==> config.mk <==
export PLATFORM = sky130hd
export DESIGN_NAME = c_comment_and_blank_line_stripper_unit_flat
export DESIGN_NICKNAME = d
export VERILOG_FILES = /design/src/rtl/core/ccs_pkg.sv /design/src/rtl/core/ccs_if.sv /design/src/rtl/core/ccs_front.sv /design/src/rtl/core/ccs_queue.sv /design/src/rtl/core/ccs_back.sv /design/src/rtl/core/c_comment_and_blank_line_stripper_unit.sv /design/src/flat_wrapper.sv
export SDC_FILE = /design/constraint.sdc
export NUM_CORES = 1
export LEC_CHECK = 0
export BUFFER_PORTS_ARGS = -buffer_cell sky130_fd_sc_hd__buf_2
export CORE_ASPECT_RATIO = 1.25
export CORE_UTILIZATION = 60
export DETAILED_ROUTE_END_ITERATION = 7
export PLACE_DENSITY_LB_ADDON = 0.08
export SETUP_SLACK_MARGIN = 0.5
export SYNTH_ARGS = -nofsm -noshare
export SYNTH_HDL_FRONTEND = slang
export SYNTH_HIERARCHICAL = 1
export SYNTH_SLANG_ARGS = --single-unit
==> constraint.sdc <==
create_clock -name clk -period 5.4 [get_ports clk]
set_input_delay 1.35 -clock clk [delete_from_list [all_inputs] [get_ports clk]]
set_output_delay 1.35 -clock clk [all_outputs]
set_load 0.03 [all_outputs]
==> src/rtl/core/ccs_pkg.sv <==
// Shared types and constants for the comment and blank line stripper.
package ccs_pkg;

  // Depth of the result queue between the lexer and the output side.
  localparam int QUEUE_DEPTH = 4;

  // One result item as it leaves the block.
  typedef struct packed {
    logic       newline_before;
    logic [7:0] spaces_before;
    logic       has_byte;
    logic [7:0] out_byte;
    logic       last;
  } ccs_result_t;

  // All results caused by one input byte: one or two.
  typedef struct packed {
    logic        two;
    ccs_result_t first;
    ccs_result_t second;
  } ccs_entry_t;

  // Pending whitespace state of the lexer.
  typedef struct packed {
    logic       pnl;
    logic [7:0] psp;
    logic       afs;
  } ccs_pend_t;

  // Outcome of handing one character to the whitespace tracker.
  typedef struct packed {
    ccs_pend_t   st;
    logic        emit;
    ccs_result_t res;
  } ccs_put_t;

endpackage

==> src/rtl/core/ccs_if.sv <==
// Handshake interfaces for the source text channel and the result channel.
interface ccs_text_if;
  logic       valid;
  logic       ready;
  logic [7:0] in_byte;
  logic       end_of_input;

  modport source (output valid, output in_byte, output end_of_input, input ready);
  modport sink (input valid, input in_byte, input end_of_input, output ready);
endinterface

interface ccs_result_if;
  logic       valid;
  logic       ready;
  logic       newline_before;
  logic [7:0] spaces_before;
  logic       has_byte;
  logic [7:0] out_byte;
  logic       last;

  modport source (output valid, output newline_before, output spaces_before,
                  output has_byte, output out_byte, output last, input ready);
  modport sink (input valid, input newline_before, input spaces_before,
                input has_byte, input out_byte, input last, output ready);
endinterface

==> src/rtl/core/ccs_front.sv <==
// Lexer front end: accepts source bytes and queues the results they cause.
module ccs_front
  import ccs_pkg::*;
#(
  parameter int unsigned MAX_SPACES = 255
) (
  input  logic         clk,
  input  logic         rst,
  ccs_text_if.sink     text,
  input  logic         full,
  output logic         push,
  output ccs_entry_t   push_data
);

  localparam logic [7:0] SPACE_CAP = (MAX_SPACES < 255) ? 8'(MAX_SPACES) : 8'd255;

  localparam logic [2:0] M_NORMAL = 3'd0;
  localparam logic [2:0] M_SLASH  = 3'd1;
  localparam logic [2:0] M_LINE   = 3'd2;
  localparam logic [2:0] M_BLOCK  = 3'd3;
  localparam logic [2:0] M_BSTAR  = 3'd4;
  localparam logic [2:0] M_STRING = 3'd5;
  localparam logic [2:0] M_ESC    = 3'd6;

  localparam logic [7:0] CH_SLASH = 8'h2F;
  localparam logic [7:0] CH_STAR  = 8'h2A;
  localparam logic [7:0] CH_QUOTE = 8'h22;
  localparam logic [7:0] CH_BSL   = 8'h5C;
  localparam logic [7:0] CH_NL    = 8'h0A;
  localparam logic [7:0] CH_TAB   = 8'h09;
  localparam logic [7:0] CH_SPACE = 8'h20;

  localparam ccs_pend_t PEND_RESET = '{pnl: 1'b0, psp: 8'd0, afs: 1'b1};

  logic [2:0] mode, mode_next;
  ccs_pend_t  pend, pend_next;
  logic       accept;

  // Blanks are counted, newlines become pending, anything else is emitted.
  function automatic ccs_put_t put_char(input ccs_pend_t st, input logic [7:0] b);
    ccs_put_t p;
    p.st   = st;
    p.emit = 1'b0;
    p.res  = '0;
    if (b == CH_SPACE || b == CH_TAB) begin
      if (st.psp < SPACE_CAP) p.st.psp = st.psp + 8'd1;
    end else if (b == CH_NL) begin
      if (!st.afs) p.st.pnl = 1'b1;
      p.st.psp = 8'd0;
    end else begin
      p.emit               = 1'b1;
      p.res.newline_before = st.pnl;
      p.res.spaces_before  = st.psp;
      p.res.has_byte       = 1'b1;
      p.res.out_byte       = b;
      p.st                 = '{pnl: 1'b0, psp: 8'd0, afs: 1'b0};
    end
    return p;
  endfunction

  // No request is taken while the block is held in reset.
  assign text.ready = !full && !rst;
  assign accept     = text.valid && text.ready;

  // Next lexer state and the results of the current byte.
  always_comb begin
    ccs_put_t    p0;
    ccs_put_t    p1;
    logic        e0;
    logic        e1;
    ccs_result_t r0;
    ccs_result_t r1;
    logic [7:0]  b;
    b         = text.in_byte;
    mode_next = mode;
    pend_next = pend;
    e0        = 1'b0;
    e1        = 1'b0;
    r0        = '0;
    r1        = '0;
    p0        = '0;
    p1        = '0;
    if (text.end_of_input) begin
      // End of file flushes a pending slash or a pending newline.
      if (mode == M_SLASH) begin
        e0 = 1'b1;
        r0 = '{newline_before: pend.pnl, spaces_before: pend.psp, has_byte: 1'b1,
               out_byte: CH_SLASH, last: 1'b0};
      end else if (pend.pnl) begin
        e0 = 1'b1;
        r0 = '{newline_before: 1'b1, spaces_before: 8'd0, has_byte: 1'b0,
               out_byte: 8'd0, last: 1'b0};
      end
      mode_next = M_NORMAL;
      pend_next = PEND_RESET;
    end else begin
      unique case (mode)
        M_SLASH: begin
          if (b == CH_SLASH) begin
            mode_next = M_LINE;
          end else if (b == CH_STAR) begin
            mode_next = M_BLOCK;
          end else begin
            // A lone slash is emitted, then the byte is taken as normal text.
            p0        = put_char(pend, CH_SLASH);
            p1        = put_char(p0.st, b);
            e0        = p0.emit;
            r0        = p0.res;
            e1        = p1.emit;
            r1        = p1.res;
            pend_next = p1.st;
            mode_next = (b == CH_QUOTE) ? M_STRING : M_NORMAL;
          end
        end
        M_LINE: begin
          if (b == CH_NL) begin
            p0        = put_char(pend, b);
            pend_next = p0.st;
            mode_next = M_NORMAL;
          end
        end
        M_BLOCK: begin
          if (b == CH_STAR) mode_next = M_BSTAR;
        end
        M_BSTAR: begin
          if (b == CH_SLASH) mode_next = M_NORMAL;
          else if (b != CH_STAR) mode_next = M_BLOCK;
        end
        M_STRING: begin
          p0        = put_char(pend, b);
          e0        = p0.emit;
          r0        = p0.res;
          pend_next = p0.st;
          if (b == CH_QUOTE || b == CH_NL) mode_next = M_NORMAL;
          else if (b == CH_BSL) mode_next = M_ESC;
        end
        M_ESC: begin
          p0        = put_char(pend, b);
          e0        = p0.emit;
          r0        = p0.res;
          pend_next = p0.st;
          mode_next = M_STRING;
        end
        default: begin
          if (b == CH_SLASH) begin
            mode_next = M_SLASH;
          end else begin
            p0        = put_char(pend, b);
            e0        = p0.emit;
            r0        = p0.res;
            pend_next = p0.st;
            mode_next = (b == CH_QUOTE) ? M_STRING : M_NORMAL;
          end
        end
      endcase
    end
    // Mark the final result of this byte.
    r0.last          = !e1;
    r1.last          = 1'b1;
    push             = accept && e0;
    push_data.two    = e1;
    push_data.first  = r0;
    push_data.second = r1;
  end

  // Lexer state registers.
  always_ff @(posedge clk) begin
    if (rst) begin
      mode <= M_NORMAL;
      pend <= PEND_RESET;
    end else if (accept) begin
      mode <= mode_next;
      pend <= pend_next;
    end
  end

endmodule

==> src/rtl/core/ccs_queue.sv <==
// Short result queue between the lexer and the output side.
module ccs_queue
  import ccs_pkg::*;
(
  input  logic       clk,
  input  logic       rst,
  input  logic       push,
  input  ccs_entry_t push_data,
  output logic       full,
  input  logic       pop,
  output logic       empty,
  output ccs_entry_t head
);

  localparam int PTR_W = (QUEUE_DEPTH > 1) ? $clog2(QUEUE_DEPTH) : 1;
  localparam int CNT_W = $clog2(QUEUE_DEPTH + 1);
  localparam logic [PTR_W-1:0] LAST_PTR = PTR_W'(QUEUE_DEPTH - 1);
  localparam logic [CNT_W-1:0] DEPTH_CNT = CNT_W'(QUEUE_DEPTH);

  ccs_entry_t       store [QUEUE_DEPTH];
  logic [PTR_W-1:0] wr_ptr;
  logic [PTR_W-1:0] rd_ptr;
  logic [CNT_W-1:0] count;

  assign full  = (count == DEPTH_CNT);
  assign empty = (count == '0);
  assign head  = store[rd_ptr];

  // Entry storage.
  always_ff @(posedge clk) begin
    if (push) store[wr_ptr] <= push_data;
  end

  // Pointers and fill count.
  always_ff @(posedge clk) begin
    if (rst) begin
      wr_ptr <= '0;
      rd_ptr <= '0;
      count  <= '0;
    end else begin
      if (push) wr_ptr <= (wr_ptr == LAST_PTR) ? '0 : wr_ptr + PTR_W'(1);
      if (pop) rd_ptr <= (rd_ptr == LAST_PTR) ? '0 : rd_ptr + PTR_W'(1);
      if (push && !pop) count <= count + CNT_W'(1);
      else if (pop && !push) count <= count - CNT_W'(1);
    end
  end

endmodule

==> src/rtl/core/ccs_back.sv <==
// Output side: delivers the queued results one request at a time.
module ccs_back
  import ccs_pkg::*;
(
  input  logic          clk,
  input  logic          rst,
  input  logic          empty,
  input  ccs_entry_t    head,
  output logic          pop,
  ccs_result_if.source  result
);

  logic        second;
  logic        fire;
  ccs_result_t cur;

  assign cur   = second ? head.second : head.first;
  assign fire  = result.valid && result.ready;
  assign pop   = fire && (!head.two || second);

  assign result.valid          = !empty;
  assign result.newline_before = cur.newline_before;
  assign result.spaces_before  = cur.spaces_before;
  assign result.has_byte       = cur.has_byte;
  assign result.out_byte       = cur.out_byte;
  assign result.last           = cur.last;

  // Steps through the second result of a two-result entry.
  always_ff @(posedge clk) begin
    if (rst) begin
      second <= 1'b0;
    end else if (fire) begin
      second <= head.two && !second;
    end
  end

endmodule

==> src/rtl/core/c_comment_and_blank_line_stripper_unit.sv <==
// Stripper of C comments and blank lines: top level.
// The block takes one source byte per cycle and gives its results one request per cycle
// while the result side is ready, registered through a four-entry result queue. Most bytes
// cause no result or one; a lone slash followed by a visible byte causes two, which the
// output side delivers one after the other, so input accepts at one byte per cycle as long
// as the queue has room, and the queue fill is what holds the input back when the result
// side stalls. Spaces and tabs are counted up to the smaller of MAX_SPACES and 255. An
// end-of-input request flushes a pending slash or newline and returns the block to its reset state for the next file.
module c_comment_and_blank_line_stripper_unit
  import ccs_pkg::*;
#(
  parameter int unsigned MAX_SPACES = 255
) (
  input  logic         clk,
  input  logic         rst,
  ccs_text_if.sink     text,
  ccs_result_if.source result
);

  logic       push;
  ccs_entry_t push_data;
  logic       full;
  logic       pop;
  logic       empty;
  ccs_entry_t head;

  ccs_front #(
    .MAX_SPACES (MAX_SPACES)
  ) u_front (
    .clk       (clk),
    .rst       (rst),
    .text      (text),
    .full      (full),
    .push      (push),
    .push_data (push_data)
  );

  ccs_queue u_queue (
    .clk       (clk),
    .rst       (rst),
    .push      (push),
    .push_data (push_data),
    .full      (full),
    .pop       (pop),
    .empty     (empty),
    .head      (head)
  );

  ccs_back u_back (
    .clk    (clk),
    .rst    (rst),
    .empty  (empty),
    .head   (head),
    .pop    (pop),
    .result (result)
  );

endmodule

==> src/flat_wrapper.sv <==
// flat-port wrapper written by rule: the top's interface ports become plain ports
module c_comment_and_blank_line_stripper_unit_flat import ccs_pkg::*;
#(
  parameter int unsigned MAX_SPACES = 255
)
  (clk, rst, text_valid, text_in_byte, text_end_of_input, text_ready, result_valid, result_newline_before, result_spaces_before, result_has_byte, result_out_byte, result_last, result_ready);
  ccs_text_if text_i ();
  ccs_result_if result_i ();
  input  logic clk;
  input  logic rst;
  input wire logic [$bits(text_i.valid)-1:0] text_valid;
  input wire logic [$bits(text_i.in_byte)-1:0] text_in_byte;
  input wire logic [$bits(text_i.end_of_input)-1:0] text_end_of_input;
  output wire logic [$bits(text_i.ready)-1:0] text_ready;
  output wire logic [$bits(result_i.valid)-1:0] result_valid;
  output wire logic [$bits(result_i.newline_before)-1:0] result_newline_before;
  output wire logic [$bits(result_i.spaces_before)-1:0] result_spaces_before;
  output wire logic [$bits(result_i.has_byte)-1:0] result_has_byte;
  output wire logic [$bits(result_i.out_byte)-1:0] result_out_byte;
  output wire logic [$bits(result_i.last)-1:0] result_last;
  input wire logic [$bits(result_i.ready)-1:0] result_ready;
  assign text_i.valid = text_valid;
  assign text_i.in_byte = text_in_byte;
  assign text_i.end_of_input = text_end_of_input;
  assign text_ready = text_i.ready;
  assign result_valid = result_i.valid;
  assign result_newline_before = result_i.newline_before;
  assign result_spaces_before = result_i.spaces_before;
  assign result_has_byte = result_i.has_byte;
  assign result_out_byte = result_i.out_byte;
  assign result_last = result_i.last;
  assign result_i.ready = result_ready;
  c_comment_and_blank_line_stripper_unit #(.MAX_SPACES(MAX_SPACES)) u_core (.clk(clk), .rst(rst), .text(text_i), .result(result_i));
endmodule
# After elaboration in Yosys (flattened, before gate mapping)
# Memory sizes are Yosys's and may differ from the RTL's. A register that Yosys moved wholly into a read port is not among the register bits.
# Cells that the tools add are included.
[classes]
n_addsub = 6
order_cmp = 2
eq_ne = 28
n_mux = 69
n_reduce_logical = 28
[op_table]
columns = ["operator", "count"]
rows = [
  ["$mux W19", 11],
  ["$mux W29", 4],
  ["$mux W20", 4],
  ["$pmux W19 S3", 1],
  ["$mux W10", 5],
  ["$mux W8", 5],
  ["$pmux W10 S4", 1],
  ["$mux W3", 13],
  ["$eq A8 B6 Y1 const B", 4],
  ["$mux W9", 2],
  ["$ne A3 B3 Y1 const B", 6],
  ["$pmux W3 S6", 1],
  ["$mux W1", 17],
  ["$add A8 B1 Y8 const B", 2],
  ["$eq A8 B4 Y1 const B", 2],
  ["$lt A8 B8 Y1 const B", 2],
  ["$eq A3 B3 Y1 const B", 4],
  ["$reduce_and A6 Y1", 2],
  ["$eq A8 B7 Y1 const B", 1],
  ["$logic_and A1 B1 Y1", 8],
  ["$logic_not A1 Y1", 8],
  ["$mux W2", 4],
  ["$ne A4 B4 Y1 const B", 2],
  ["$ne A8 B6 Y1 const B", 1],
  ["17 further kinds", 23],
]
[word_totals]
register_bits = 21
ram_bits = 152
in_bits = 13
word_cells = 142
mem_count = 1
[memory_table]
columns = ["name", "depth", "width", "read_ports", "rd_clocked_by_memory_dff", "write_ports", "line", "rtl"]
rows = [
  ["u_core.u_queue.store", 4, 38, 1, 1, 1, "ccs_queue.sv:20", "ccs_entry_t store [QUEUE_DEPTH];"],
]

# Logic depth before layout (Yosys ltp)
# Gate-level depths: netlist of run 1.
[depth]
ltp_word = 14
depth_mapped = 12
ltp_nobuf = 11

# Hierarchy
# The synthesis of run 1 kept the hierarchy.
[modules_own_cells]
columns = ["module", "n_inst", "cells_per_inst", "area_each_um2", "seq_area_each_um2"]
rows = [
  ["ccs_queue", 1, 247, 6058.3, 4864.7],
  ["ccs_front", 1, 223, 1511.4, 260.2],
  ["ccs_back", 1, 28, 364.1, 20.0],
]

# Worst setup path after synthesis of run 1
# No wires, ideal clock.
[synth_timing]
kind = "in2reg"
from = "input port rst"
to = "memory u_core/u_queue/store[0][0] in the netlist's numbering, enable pin"
setup_time_ns = 0.400
arrival_ns = 3.844
slack_ns = 1.156
path_stages = 5
n_path_buf = 1
cell_sequence = "clkbuf_1 -> nor2_1 -> nand2_1 -> a211oi_1 -> and2_1"
[synth_between]
elab_chain_cells = 6
[synth_rtl]
columns = ["element", "line", "rtl"]
rows = [
  ["from (decl)", "flat_wrapper.sv:10", "input logic rst;"],
  ["$logic_not A1 Y1", "ccs_front.sv:62", "assign text.ready = !full && !rst;"],
  ["$logic_and A1 B1 Y1", "ccs_front.sv:62", ""],
  ["net text_ready", "flat_wrapper.sv:14", "output wire logic [$bits(text_i.ready)-1:0] text_ready;"],
  ["$logic_and A1 B1 Y1", "ccs_front.sv:63", "assign accept = text.valid && text.ready;"],
  ["$logic_and A1 B1 Y1", "ccs_front.sv:160", "push = accept && e0;"],
  ["net u_core.push", "c_comment_and_blank_line_stripper_unit.sv:20", "logic push;"],
  ["$mux W1", "ccs_queue.sv:31", "if (push) store[wr_ptr] <= push_data;"],
  ["$mux W1 (implied by the code)", "ccs_queue.sv:31", ""],
  ["to (decl)", "ccs_queue.sv:20", ""],
]
# The timed path passes the listed nets, and every way through them passes these cells.

# Worst setup path in the final report of run 1
[layout_timing]
from = "input port text_in_byte[1]"
to = "register u_core.u_queue.count[2]"
[layout_between]
elab_chain_cells = 10
elab_cells_between_ends = 19
cone_classes = "5 x eq/ne; 8 x mux; 6 x reduce/logical"
[layout_rtl]
columns = ["element", "line", "rtl"]
rows = [
  ["from (decl)", "flat_wrapper.sv:12", "input wire logic [$bits(text_i.in_byte)-1:0] text_in_byte;"],
  ["$eq A8 B4 Y1, or another cell as far along", "ccs_front.sv:47", "end else if (b == CH_NL) begin"],
  ["$mux W20 / $logic_or A1 B1 Y1 (equally long branches)", "ccs_front.sv:47, ccs_front.sv:45", ""],
  ["$mux W20", "ccs_front.sv:45", "if (b == CH_SPACE || b == CH_TAB) begin"],
  ["$mux W1", "ccs_front.sv:145", "if (b == CH_SLASH) begin"],
  ["$pmux W1 S3 (*)", "ccs_front.sv:97", "unique case (mode)"],
  ["$mux W1 (*)", "ccs_front.sv:83", "if (text.end_of_input) begin"],
  ["$logic_and A1 B1 Y1 (*)", "ccs_front.sv:160", ""],
  ["net u_core.push", "c_comment_and_blank_line_stripper_unit.sv:20", ""],
  ["$logic_not A1 Y1", "ccs_queue.sv:44", "else if (pop && !push) count <= count - CNT_W'(1);"],
  ["$logic_and A1 B1 Y1", "ccs_queue.sv:44", ""],
  ["$reduce_bool A2 Y1 (no source line)", "-", ""],
  ["to (signal assigned)", "ccs_queue.sv:43", "if (push && !pop) count <= count + CNT_W'(1);"],
  ["to (signal assigned)", "ccs_queue.sv:44", ""],
  ["to (decl)", "ccs_queue.sv:23", "logic [CNT_W-1:0] count;"],
]
# The timed path passes the listed nets; every way through them passes the cells marked *.
# A chain may end at the register's enable or synchronous reset.

==> summary.txt, run 1 <==
Timing
  – Clock Skews: approximately 0.009 ns
  – Fin crit period: 4.37 ns
  – Slew @ Worst Pin: 1.04 ns
  – Max_slew headroom: 0.309
  – Worst setup margin: around 1.0 ns
  – Final hold vios: 0
  – Setup violations, final: 0
  – Setup tns final: 0 ns
  – Fmax: about 230 MHz
  – Final worst path period share: 0.809
  – Fin. max-slew vios: 0
  – RSZ-0062 raised after global routing: no

CTS
  – Skew-Pair Late Insertion Delay: approximately 0.41 ns
  – Root Driver: clkbuf_16
  – Num CTS Buffers: 17
  – Post_cts resized: 0
  – Max clock buf depth: 2
  – Number of setup buffers added after CTS: 0
  – CTS tree: built
  – Hold-fix buffers, CTS: 0
  – Htree depth: 4
  – CTS sink cnt: 179
  – Clk slew on worst S/H paths: roughly 0.070 ns

Global routing
  – Vias in the first global route: approximately 4500
  – First-pass GRT wire length: ~23000 um
  – Total GRT Usage: 0.227
  – Initial antenna violation count: 0
  – Grt ovf: 0
  – Largest net degree at the start of global routing: 40

Die
  – CORE AREA: between 10000 and 15000 um^2
  – IO Pins: 34
  – Row Count: between 40 and 50
  – Initial Util: 0.621
  – Die width: between 100 and 150 um
  – Chip height: between 100 and 150 um
  – DIE AREA: 13700 um^2

Detailed routing
  – Via count: roughly 4300
  – # DRC: 0
  – DR iter-0 viols: 176
  – DR pass1 iterations: 4
  – Final ANT Viol Nets: 0
  – Routed wire length: ~14000 um
  – Avg WL per Cell: around 20 um
  – Routed vias/inst: 6.08

Logic synthesis
  – Yosys top cell area share: 0.590
  – Post-synth ARST share: 0
  – Most frequent cell after synthesis: edfxtp_1
  – Sequential-to-total area share from yosys stat: 0.648
  – Post-synthesis register bit count: around 180
  – Syn avg cell area: ~16 um^2
  – Top FF cell, synth: edfxtp_1
  – Synth Instances: about 500
  – Top post-synthesis cells by area: edfxtp_1 59%, mux4_2 11%, dfxtp_1 5.8%, mux2_4 3.6%, and2_1 1.6%
  – Netlist cell types: 55
  – EDFF count, synth: approximately 160
  – Synth area leader: edfxtp_1
  – Cell Area, Synth: 7930 um^2
  – Leading post-synthesis cells by instance count: 156 x edfxtp_1, 39 x mux4_2, 31 x nor2_1
  – Number of synthesis warnings: 6

Power
  – Leakage: between 0.002 and 0.003 uW
  – Peak VDD IR: about 0.00021 V
  – PD cells: 366 nW/um^2
  – Total power: roughly 3200 uW

Min path
  – Hold path depth: 2
  – Hold crit path type: reg2reg
  – Worst Hold End: u_core/u_queue/count[2]
  – Worst hold start: u_core/u_queue/count[2]

Worst setup path
  – R2R Path End: u_core/u_queue/count[2]
  – CP Data Required Time: between 5 and 6 ns
  – CP Data Arrival Time: 4.72 ns
  – Worst-path fanout max: 10
  – R2r setup slk: 1.65 ns
  – Nature of the critical path startpoint: input port
  – Reg-to-Reg Start: u_core/u_front/mode[2]
  – Worst R2R Path Depth: 10
  – Crit path capture type: flop
  – Critical path class: in2reg

Flow run
  – Max_cap viols: 0

Final layout
  – Fin nets: roughly 560
  – N_diodes: 0
  – Layout area overhead: 10.9%
  – Share of cells above drive strength 1: 0.266
  – Final Util: 0.689

Placement
  – Post-detail-place hpwl: roughly 9000 um
  – Gpl congestion: 0.838
  – Place WS: 0.602 ns
  – Port-buffer cells: 33

Outcome
  – Status: finished, final reports clean
==> cells in the final DEF, fill, tap and decap left out, types with 4 or more instances in the layout <==
master and n:
a211oi_1 8, a21oi_1 17, and2_1 16, and2_2 4, and3_1 4, buf_2 33, buf_4 6, clkbuf_16 17
clkinvlp_4 4, conb_1 10, dfxtp_1 21, edfxtp_1 156, ha_1 7, inv_1 11, mux2_4 19, mux2i_1 6
mux4_2 39, nand2_1 17, nand2b_1 6, nand3_1 10, nor2_1 31, nor2b_1 7, nor3_1 8, o211ai_1 5
o21ai_0 15, or3_1 4, or4_1 7, xor2_1 4
==> routing by layer <==
layer / vias to the layer above / track usage / part of all wire
met3: 10 / 0.0417 / 0.032
met1: 2227 / 0.275 / 0.41
met5: - / 0 / 0
met4: 0 / 0.0721 / 0.010
met2: 89 / 0.416 / 0.55
li1: 2017 / - / -
==> kinds of logic (layout without fill, tap and decap cells) <==
kind of cell,Yosys count,after routing,synth area share
flops,179,179,0.648
simple gates,133,133,0.0959
compound gates,64,64,0.0509
buf+inv,44,84,0.0315
fa+ha+maj,8,8,0.0136
other cells,2,10,0.000947
mux,64,64,0.154
xor+xnor,4,4,0.00442
==> critical path: stages <==
cell,delay (ns)
buf_2,0.15
or4b_1,0.25
nor3_1,0.12
o21ai_0,0.55
a211oi_1,0.21
a211oi_1,0.73
ha_1,0.31
inv_1,0.07
fa_1,0.37
xor2_1,0.15
or3_1,0.30
a21oi_1,0.14
==> how the worst max path moves through the flow <==
stage / startpoint / to / slack (ns) / cells after the start
after floorplan: rst / u_core/u_queue/store[0][0] / 1.16 / 5
after global placement: text_in_byte[1] / u_core/u_queue/count[2] / 0.72 / 12
after detailed placement: text_in_byte[1] / u_core/u_queue/count[2] / 0.60 / 12
after CTS: text_in_byte[1] / u_core/u_queue/count[2] / 1.03 / 12
after global routing: text_in_byte[1] / u_core/u_queue/count[2] / 0.72 / 12
final: text_in_byte[1] / u_core/u_queue/count[2] / 1.03 / 12
==> area by class of cell <==
| cell class | count | area (um^2) |
|---|---|---|
| flip-flops and latches | 179 | 5150 |
| fillers | 913 | 3980 |
| multi-input cells | 283 | 2570 |
| clock buffers | 18 | 429 |
| repair buffers | 42 | 270 |
| well taps | 168 | 210 |
| clock inverters | 13 | 128 |
| inverters | 11 | 41.3 |
==> sequential cells by signal, summed over array words and instances, names as in the netlist, named ones only <==
name	count
u_core/u_queue/store	156
u_core/u_queue/rd_ptr	2
u_core/u_front/pend	10
u_core/u_queue/count	3
u_core/u_back/second	1
u_core/u_front/mode	3
u_core/u_queue/wr_ptr	2
==> through the flow <==
stage / instance area, um^2 / hold slack (ns) / instances
2_1_floorplan: 7960 / 0.460 / 506
3_3_place_gp: 8240 / 0.476 / 683
3_5_place_dp: 8240 / 0.500 / 683
4_1_cts: 8800 / 0.514 / 714
5_1_grt: 8800 / 0.531 / 714
6_report: 8800 / 0.510 / 714
==> where the power goes <==
part / switching, uW / leakage (uW) / internal [uW]
logic: 285 / 0.00106 / 234
clock network: 506 / 0.000263 / 641
registers: 23.5 / 0.00160 / 1530
Note: power is estimated with default switching activity, not from simulation.
==> run 2, diff against run 1 <==
--- a/config.mk
+++ b/config.mk
@@ -5,6 +5,7 @@
 export SDC_FILE = /design/constraint.sdc
 export NUM_CORES = 1
 export LEC_CHECK = 0
+export ABC_AREA = 1
 export BUFFER_PORTS_ARGS = -buffer_cell sky130_fd_sc_hd__buf_2
 export CORE_ASPECT_RATIO = 1.25
 export CORE_UTILIZATION = 60
==> constraint.sdc (replaced) <==
create_clock -name clk -period 4.34 [get_ports clk]
set_input_delay 1.085 -clock clk [delete_from_list [all_inputs] [get_ports clk]]
set_output_delay 1.085 -clock clk [all_outputs]
set_load 0.03 [all_outputs]
==> run 2 against run 1 <==
  * Flip-flop and latch count stayed put
  * Register-to-register slack worse by 0.23 ns
  * Utilization is 1.2 points lower
  * Hold slack lost 0.033 ns
  * First-iteration DRC count grew to 2.8 times the previous value
  * Sequential share of layout area fell by 1.0 points
  * Setup slack got worse by 0.095 ns
  * Power rose by 69%
  * Die area rose by 2.8%
  * Largest power group unchanged
  * Highest routed layer unchanged
==> summary.txt, run 2 <==
Power
  – Logic pwr share: 0.339 (+0.178)
  – P_sw: 2110 uW (+160%)
  – PD cells: 608 nW/um^2 (+66%)
  – Clock share of power: 0.277 (-0.079)
  – Internal power component: 3340 uW (+39%)
  – Part of the power in registers: 0.385 (-0.097)
  – Peak VDD IR: 0.000444 V (+110%)
  – Sw Ratio: 0.387 (+0.134)
  – Leakage: 0.00358 uW (+23%)

Worst setup path
  – Worst-path fanout max: 78 (+68)
  – CP top delay family: buffers and inverters
  – Crit-path slowest cell: inv_4
  – Critical path class: reg2out
  – CP Data Arrival Time: 2.32 ns (-2.40 ns)
  – Nature of the critical path startpoint: flop
  – Crit path top cell by count: nand2_1
  – Max stage delay on crit path: 0.58 ns (-0.15 ns)
  – Crit path buf inv count: 2 (unchanged)
  – CP cell instances: inv_4 -> o21ai_0 -> o22ai_1 -> nand2_1 -> nand2_1 -> buf_2
  – CP Data Required Time: 3.25 ns (-2.50 ns)
  – Crit path capture type: primary output

Logic synthesis
  – Top FF cell, synth: edfxtp_1
  – Yosys top cell area share: 0.574 (-0.0166)
  – Synth Instances: 810 (+63%)
  – Post-synth ARST share: 0 (unchanged)
  – Post-synthesis register bit count: 179 (unchanged)
  – EDFF count, synth: 156 (unchanged)
  – Syn avg cell area: 10.1 um^2 (-37%)
  – Sequential-to-total area share from yosys stat: 0.630 (-0.0182)
  – Number of synthesis warnings: 6 (unchanged)
  – Top post-synthesis cells by area: edfxtp_1 57%, nand2_1 6.9%, nor2_1 6.3%, dfxtp_1 5.6%, o21ai_0 5.4%
  – Leading post-synthesis cells by instance count: 156 x edfxtp_1, 149 x nand2_1, 136 x nor2_1
  – Synth area leader: edfxtp_1
  – Netlist cell types: 38 (-31%)
  – Cell Area, Synth: 8160 um^2 (+2.9%)
  – Most frequent cell after synthesis: edfxtp_1

Timing
  – RSZ-0062 raised after global routing: no
  – Clock Skews: 0.0155 ns (+0.00663 ns)
  – Final hold vios: 0 (unchanged)
  – Max_slew headroom: 0.462 (+0.153)
  – Fmax: 294 MHz
  – Setup violations, final: 0 (unchanged)
  – Worst setup margin: 0.936 ns (-0.0953 ns)
  – Slew @ Worst Pin: 0.804 ns (-0.232 ns)
  – Setup tns final: 0 ns (unchanged)
  – Fin crit period: about 3.4 ns
  – Fin. max-slew vios: 0 (unchanged)
  – Final worst path period share: 0.784

CTS
  – Hold-fix buffers, CTS: 0 (unchanged)
  – Post_cts resized: 0 (unchanged)
  – Clk slew on worst S/H paths: 0.08 ns (about the same)
  – Num CTS Buffers: 17 (unchanged)
  – Number of setup buffers added after CTS: 0 (unchanged)
  – CTS tree: built
  – Htree depth: 4 (unchanged)
  – CTS sink cnt: 179 (unchanged)
  – Skew-Pair Late Insertion Delay: 0.43 ns (+0.02 ns)
  – Max clock buf depth: 2 (unchanged)
  – Root Driver: clkbuf_16

Placement
  – Placed Area: 8360 um^2 (+1.4%)
  – Post-detail-place hpwl: 10700 um (+17%)
  – Place WS: 0.702 ns (+0.100 ns)
  – Gpl congestion: 0.918 (+9.5%)
  – Port-buffer cells: 33 (unchanged)

Detailed routing
  – Via count: 5823 (+34%)
  – DR pass1 iterations: 6 (+2)
  – DR iter-0 viols: 488 (+180%)
  – Routed vias/inst: 5.73 (-5.8%)
  – Routed wire length: 17500 um (+22%)
  – Avg WL per Cell: 17.3 um (-15%)
  – Final ANT Viol Nets: 0 (unchanged)
  – # DRC: 0 (unchanged)

Final layout
  – Layout area overhead: 9.64%
  – Largest regs: u_core/u_queue/store x156, u_core/u_front/pend x10
  – Number of flip-flops in the largest register: 156 (unchanged)
  – Commonest non-fill, non-tap cell in the layout: edfxtp_1
  – N_diodes: 0 (unchanged)
  – Commonest cells after routing, fill and taps aside: 156 x edfxtp_1, 149 x nand2_1, 136 x nor2_1
  – Share of cells above drive strength 1: 0.124 (-0.141)
  – Most flop-heavy register: u_core/u_queue/store
  – Finished Cell Area: 8950 um^2 (+1.7%)
  – Fin nets: 853 (+54%)
  – Final Util: 0.676 (-0.0123)

Die
  – Initial Util: 0.617 (-0.00401)
  – Die width: 106 um (+1.4%)
  – IO Pins: 34 (unchanged)
  – Row Count: 47 (+2.2%)
  – DIE AREA: 14100 um^2 (+2.8%)
  – CORE AREA: 13200 um^2 (+3.6%)
  – Chip height: 132 um (+1.4%)

Global routing
  – Initial antenna violation count: 0 (unchanged)
  – Vias in the first global route: 5555 (+24%)
  – First-pass GRT wire length: 27600 um (+19%)
  – Total GRT Usage: 0.258 (+0.0314)
  – Largest net degree at the start of global routing: 79 (+98%)
  – Grt ovf: 0 (unchanged)

Outcome
  – Status: finished, final reports clean

Flow run
  – Max_cap viols: 0 (unchanged)

Min path
  – Hold crit path type: reg2reg
## run 2: changes by cell type in the layout (fill, tap and decap cells not counted), sizes merged, moves of 8 or more
| cell | change |
|---|---|
| a211oi | -8 |
| nand4 | +10 |
| nand3 | +20 |
| and2 | -20 |
| inv | +63 |
| o21ai | +77 |
| mux4 | -39 |
| o22ai | +39 |
| mux2 | -19 |
| nand2 | +132 |
| nor2 | +110 |
## run 2: tightest hold or removal path, delay by kind of cell (launching register included)
kind / cells / cell delay (ns)
flops: 1 / 0.33
simple gates: 2 / 0.10
## run 2: path summary, 6_finish.rpt
| kind | startpoint | end | slack (ns) | depth (start not counted) |
|---|---|---|---|---|
| max | flop | result_spaces_before[6] | 0.94 | 6 |
| min | u_core/u_front/pend[0] | u_core/u_front/pend[0] | 0.48 | 2 |
| max reg2reg | flop | u_core/u_queue/count[2] | 1.42 | 15 |
| min reg2reg | u_core/u_front/pend[0] | u_core/u_front/pend[0] | 0.48 | 2 |
## run 2: cells by family (layout without fill, tap and decap cells)
group	Yosys count	in the layout	synth area share
fa+ha+maj	8	8	0.0132
simple gates	342	342	0.174
buf+inv	118	145	0.0711
compound gates	158	158	0.108
xor+xnor	3	3	0.00322
flops	179	179	0.630
other cells	2	10	0.000920
## run 2: area by class of cell
class                           count  area (um^2)
Fill cell                        1039         4280
Inverter                           73          277
Timing Repair Buffer               40          255
Sequential cell                   179         5150
Clock inverter                     15          165
Clock buffer                       17          425
Tap cell                          171          214
Multi-Input combinational cell    521         2470
## run 2: layer usage
metal / global-route usage / up-vias / share of wire
met4: 0.103 / 0 / 0.018
met1: 0.326 / 2803 / 0.42
met3: 0.0366 / 27 / 0.048
met5: 0 / - / 0
li1: - / 2810 / -
met2: 0.448 / 183 / 0.51
## run 2: per-stage QoR
step                total power (uW)  hold slack, ns  instances
finish                          5440           0.477       1016
global route                    5700           0.500       1016
CTS                             5460           0.478       1016
detailed placement              3970           0.469        984
global placement                3910           0.460        984
floorplan                       3520           0.419        818
## run 2: power groups by stage
stage	clock network (uW)	registers, uW	logic, uW
finish	1510	2090	1840
global route	1580	2110	2010
CTS	1520	2090	1840
detailed placement	0	2130	1840
global placement	0	2120	1790
floorplan	0	2090	1430
==> run 3, diff against run 2 <==
==> constraint.sdc (replaced) <==
create_clock -name clk -period 3.5 [get_ports clk]
set_input_delay 0.875 -clock clk [delete_from_list [all_inputs] [get_ports clk]]
set_output_delay 0.875 -clock clk [all_outputs]
set_load 0.03 [all_outputs]
==> run 3 against run 2 <==
  * Clock power rose by 24%
  * Register-to-register slack got worse by 0.70 ns
  * Combinational power rose by 32%
  * Routed wire length rose by 5.5%
  * Setup slack got worse by 0.31 ns
  * Final area rose by 2.1%
  * Die area did not move
  * Hold slack got worse by 0.0090 ns
  * Flip-flop and latch count did not move
  * Critical path depth rose by 1
==> summary.txt, run 3 (synthesis gave the netlist of run 2 again) <==
Worst setup path
  – R2r setup slk: 0.72 ns (-0.70 ns)
  – CP endpoint: result_out_byte[2]
  – Nature of the critical path startpoint: flop
  – CP Data Required Time: 2.62 ns (-0.63 ns)
  – Crit path top cell by count: nand2_1
  – CP cell instances: inv_6 -> buf_16 -> o21ai_0 -> o22ai_1 -> nand2_1 -> nand2_1 -> buf_2
  – R2R Path End: u_core/u_queue/count[2]
  – Worst-path fanout max: 56 (-28%)
  – Max stage delay on crit path: 0.42 ns (-0.16 ns)
  – Worst R2R Path Depth: 18 (+3)
  – CP Data Arrival Time: 2.00 ns (-0.32 ns)
  – Crit path capture type: primary output
  – Critical path class: reg2out
  – Crit-path slowest cell: dfxtp_4
  – Reg-to-Reg Start: u_core/u_front/mode[2]

Die
  – DIE AREA: 14100 um^2 (unchanged)
  – Initial Util: 0.617 (unchanged)
  – CORE AREA: 13200 um^2 (unchanged)
  – Die width: 106 um (unchanged)
  – IO Pins: 34 (unchanged)
  – Chip height: 132 um (unchanged)
  – Row Count: 47 (unchanged)

Detailed routing
  – Routed wire length: 18500 um (+5.5%)
  – Sum of routed wire segments on met1: 7610 um (+2.1%)
  – Avg WL per Cell: 18.0 um (+4.2%)
  – Via count: 5929 (+1.8%)
  – DR pass1 iterations: 5 (-1)
  – Final ANT Viol Nets: 0 (unchanged)
  – # DRC: 0 (unchanged)
  – Routed vias/inst: 5.76 (+0.53%)
  – Wire length on met3: 1080 um (+28%)
  – WL met2: 9550 um (+7.1%)
  – DR iter-0 viols: 570 (+17%)
  – Highest routed layer: met4

CTS
  – Htree depth: 4 (unchanged)
  – Hold-fix buffers, CTS: 0 (unchanged)
  – Number of setup buffers added after CTS: 0 (unchanged)
  – Num CTS Buffers: 17 (unchanged)
  – Root Driver: clkbuf_16
  – Clk slew on worst S/H paths: 0.07 ns (about the same)
  – Max clock buf depth: 2 (unchanged)
  – CTS sink cnt: 179 (unchanged)
  – CTS tree: built
  – Skew-Pair Late Insertion Delay: 0.43 ns (about the same)

Min path
  – Hold crit path type: reg2reg

Power
  – PD cells: 753 nW/um^2 (+24%)
  – Leakage: 0.00363 uW (+1.4%)
  – Peak VDD IR: 0.000527 V (+19%)

Flow run
  – Max_cap viols: 0 (unchanged)

Timing
  – RSZ-0062 raised after global routing: no
  – Setup violations, final: 0 (unchanged)
  – Final worst path period share: 0.821
  – Setup tns final: 0 ns (unchanged)
  – Clock Skews: 0.00899 ns (-0.00655 ns)
  – Final hold vios: 0 (unchanged)
  – Fmax: roughly 350 MHz
  – Fin. max-slew vios: 0 (unchanged)
  – Fin crit period: between 2 and 3 ns
  – Max_slew headroom: 0.609 (+0.147)
  – Slew @ Worst Pin: 0.582 ns (-0.222 ns)

Final layout
  – Largest regs: u_core/u_queue/store x156, u_core/u_front/pend x10
  – Multi-input gate area: 2470 um^2 (unchanged)
  – Layout area overhead: 12.0%
  – Share of cells above drive strength 1: 0.145 (+0.0203)
  – Register Area: 5150 um^2 (about the same)
  – Commonest cells after routing, fill and taps aside: 156 x edfxtp_1, 149 x nand2_1, 136 x nor2_1
  – Most flop-heavy register: u_core/u_queue/store
  – Fillers: 994 (-4.3%)
  – N_diodes: 0 (unchanged)
  – Commonest non-fill, non-tap cell in the layout: edfxtp_1
  – Finished Cell Area: 9140 um^2 (+2.1%)
  – Fin nets: 866 (+1.5%)
  – Number of flip-flops in the largest register: 156 (unchanged)

Outcome
  – Status: finished, final reports clean

Placement
  – Port-buffer cells: 33 (unchanged)
  – Gpl congestion: 0.864 (-5.8%)
  – Post-detail-place hpwl: 11500 um (+7.6%)
  – Placed Area: 8500 um^2 (+1.7%)

Global routing
  – Initial antenna violation count: 0 (unchanged)
  – First-pass GRT wire length: 28300 um (+2.7%)
  – Largest net degree at the start of global routing: 71 (-10%)
  – Vias in the first global route: 5574 (+0.34%)
  – Total GRT Usage: 0.267 (+0.00849)
  – Grt ovf: 0 (unchanged)
-- run 3: cell types whose count changed in the layout (fill, tap and decap cells not counted), moves of 2 or more --
cell	change
buf_12	+2
buf_4	+8
clkinvlp_4	+3
dfxtp_1	-2
inv_1	-4
inv_6	+2
-- run 3: how the worst min path moves through the flow --
stage | to | from | cells past startpoint | slack [ns]
3_5_place_dp | u_core/u_front/pend[0] | u_core/u_front/pend[0] | 2 | 0.46
2_1_floorplan | u_core/u_front/pend[0] | u_core/u_front/pend[0] | 2 | 0.42
3_3_place_gp | u_core/u_front/pend[0] | u_core/u_front/pend[0] | 2 | 0.44
5_1_grt | u_core/u_front/pend[0] | u_core/u_front/pend[0] | 2 | 0.48
4_1_cts | u_core/u_front/pend[0] | u_core/u_front/pend[0] | 2 | 0.47
6_report | u_core/u_front/pend[0] | u_core/u_front/pend[0] | 2 | 0.47
-- run 3: what timing repair did --
action	in CTS	in global routing
cloned	0	1
resized for setup	1	6
setup endpoints to repair	1	6
-- run 3: power by group --
part	internal (uW)	total, uW	leakage, uW	switching (uW)
clock network	1020	1870	0.000289	857
logic	702	2420	0.00171	1720
registers	2490	2590	0.00164	101
total	4210	6890	0.00363	2680
-- run 3: layout make-up --
cell class / count / area share
inverters: 73 / 0.0324
well taps: 171 / 0.0234
multi-input cells: 521 / 0.270
repair buffers: 53 / 0.0459
flip-flops and latches: 179 / 0.564
clock inverters: 15 / 0.0183
clock buffers: 17 / 0.0465
-- run 3: per-stage QoR --
stage / util / setup slack [ns] / power [uW] / cells / hold slack (ns)
4_1_cts: 0.688 / 0.574 / 6830 / 1028 / 0.466
3_5_place_dp: 0.643 / 0.303 / 4980 / 996 / 0.455
6_report: 0.691 / 0.626 / 6890 / 1029 / 0.468
2_1_floorplan: - / 0.540 / 4370 / 818 / 0.419
3_3_place_gp: 0.643 / 0.428 / 4900 / 996 / 0.438
5_1_grt: 0.691 / 0.502 / 7210 / 1029 / 0.484
-- run 3: layer usage --
metal / vias up / global-route usage
met1: 2849 / 0.353
met4: 0 / 0.0733
met3: 24 / 0.0514
li1: 2832 / -
met5: - / 0
met2: 224 / 0.451
-- run 3: critical path, delay by kind of cell (launching register included) --
kind | cells | cell delay [ns]
buffers and inverters | 3 | 0.65
AOI/OAI and AO/OA | 2 | 0.28
DFF | 1 | 0.42
and+or+nand+nor | 2 | 0.19
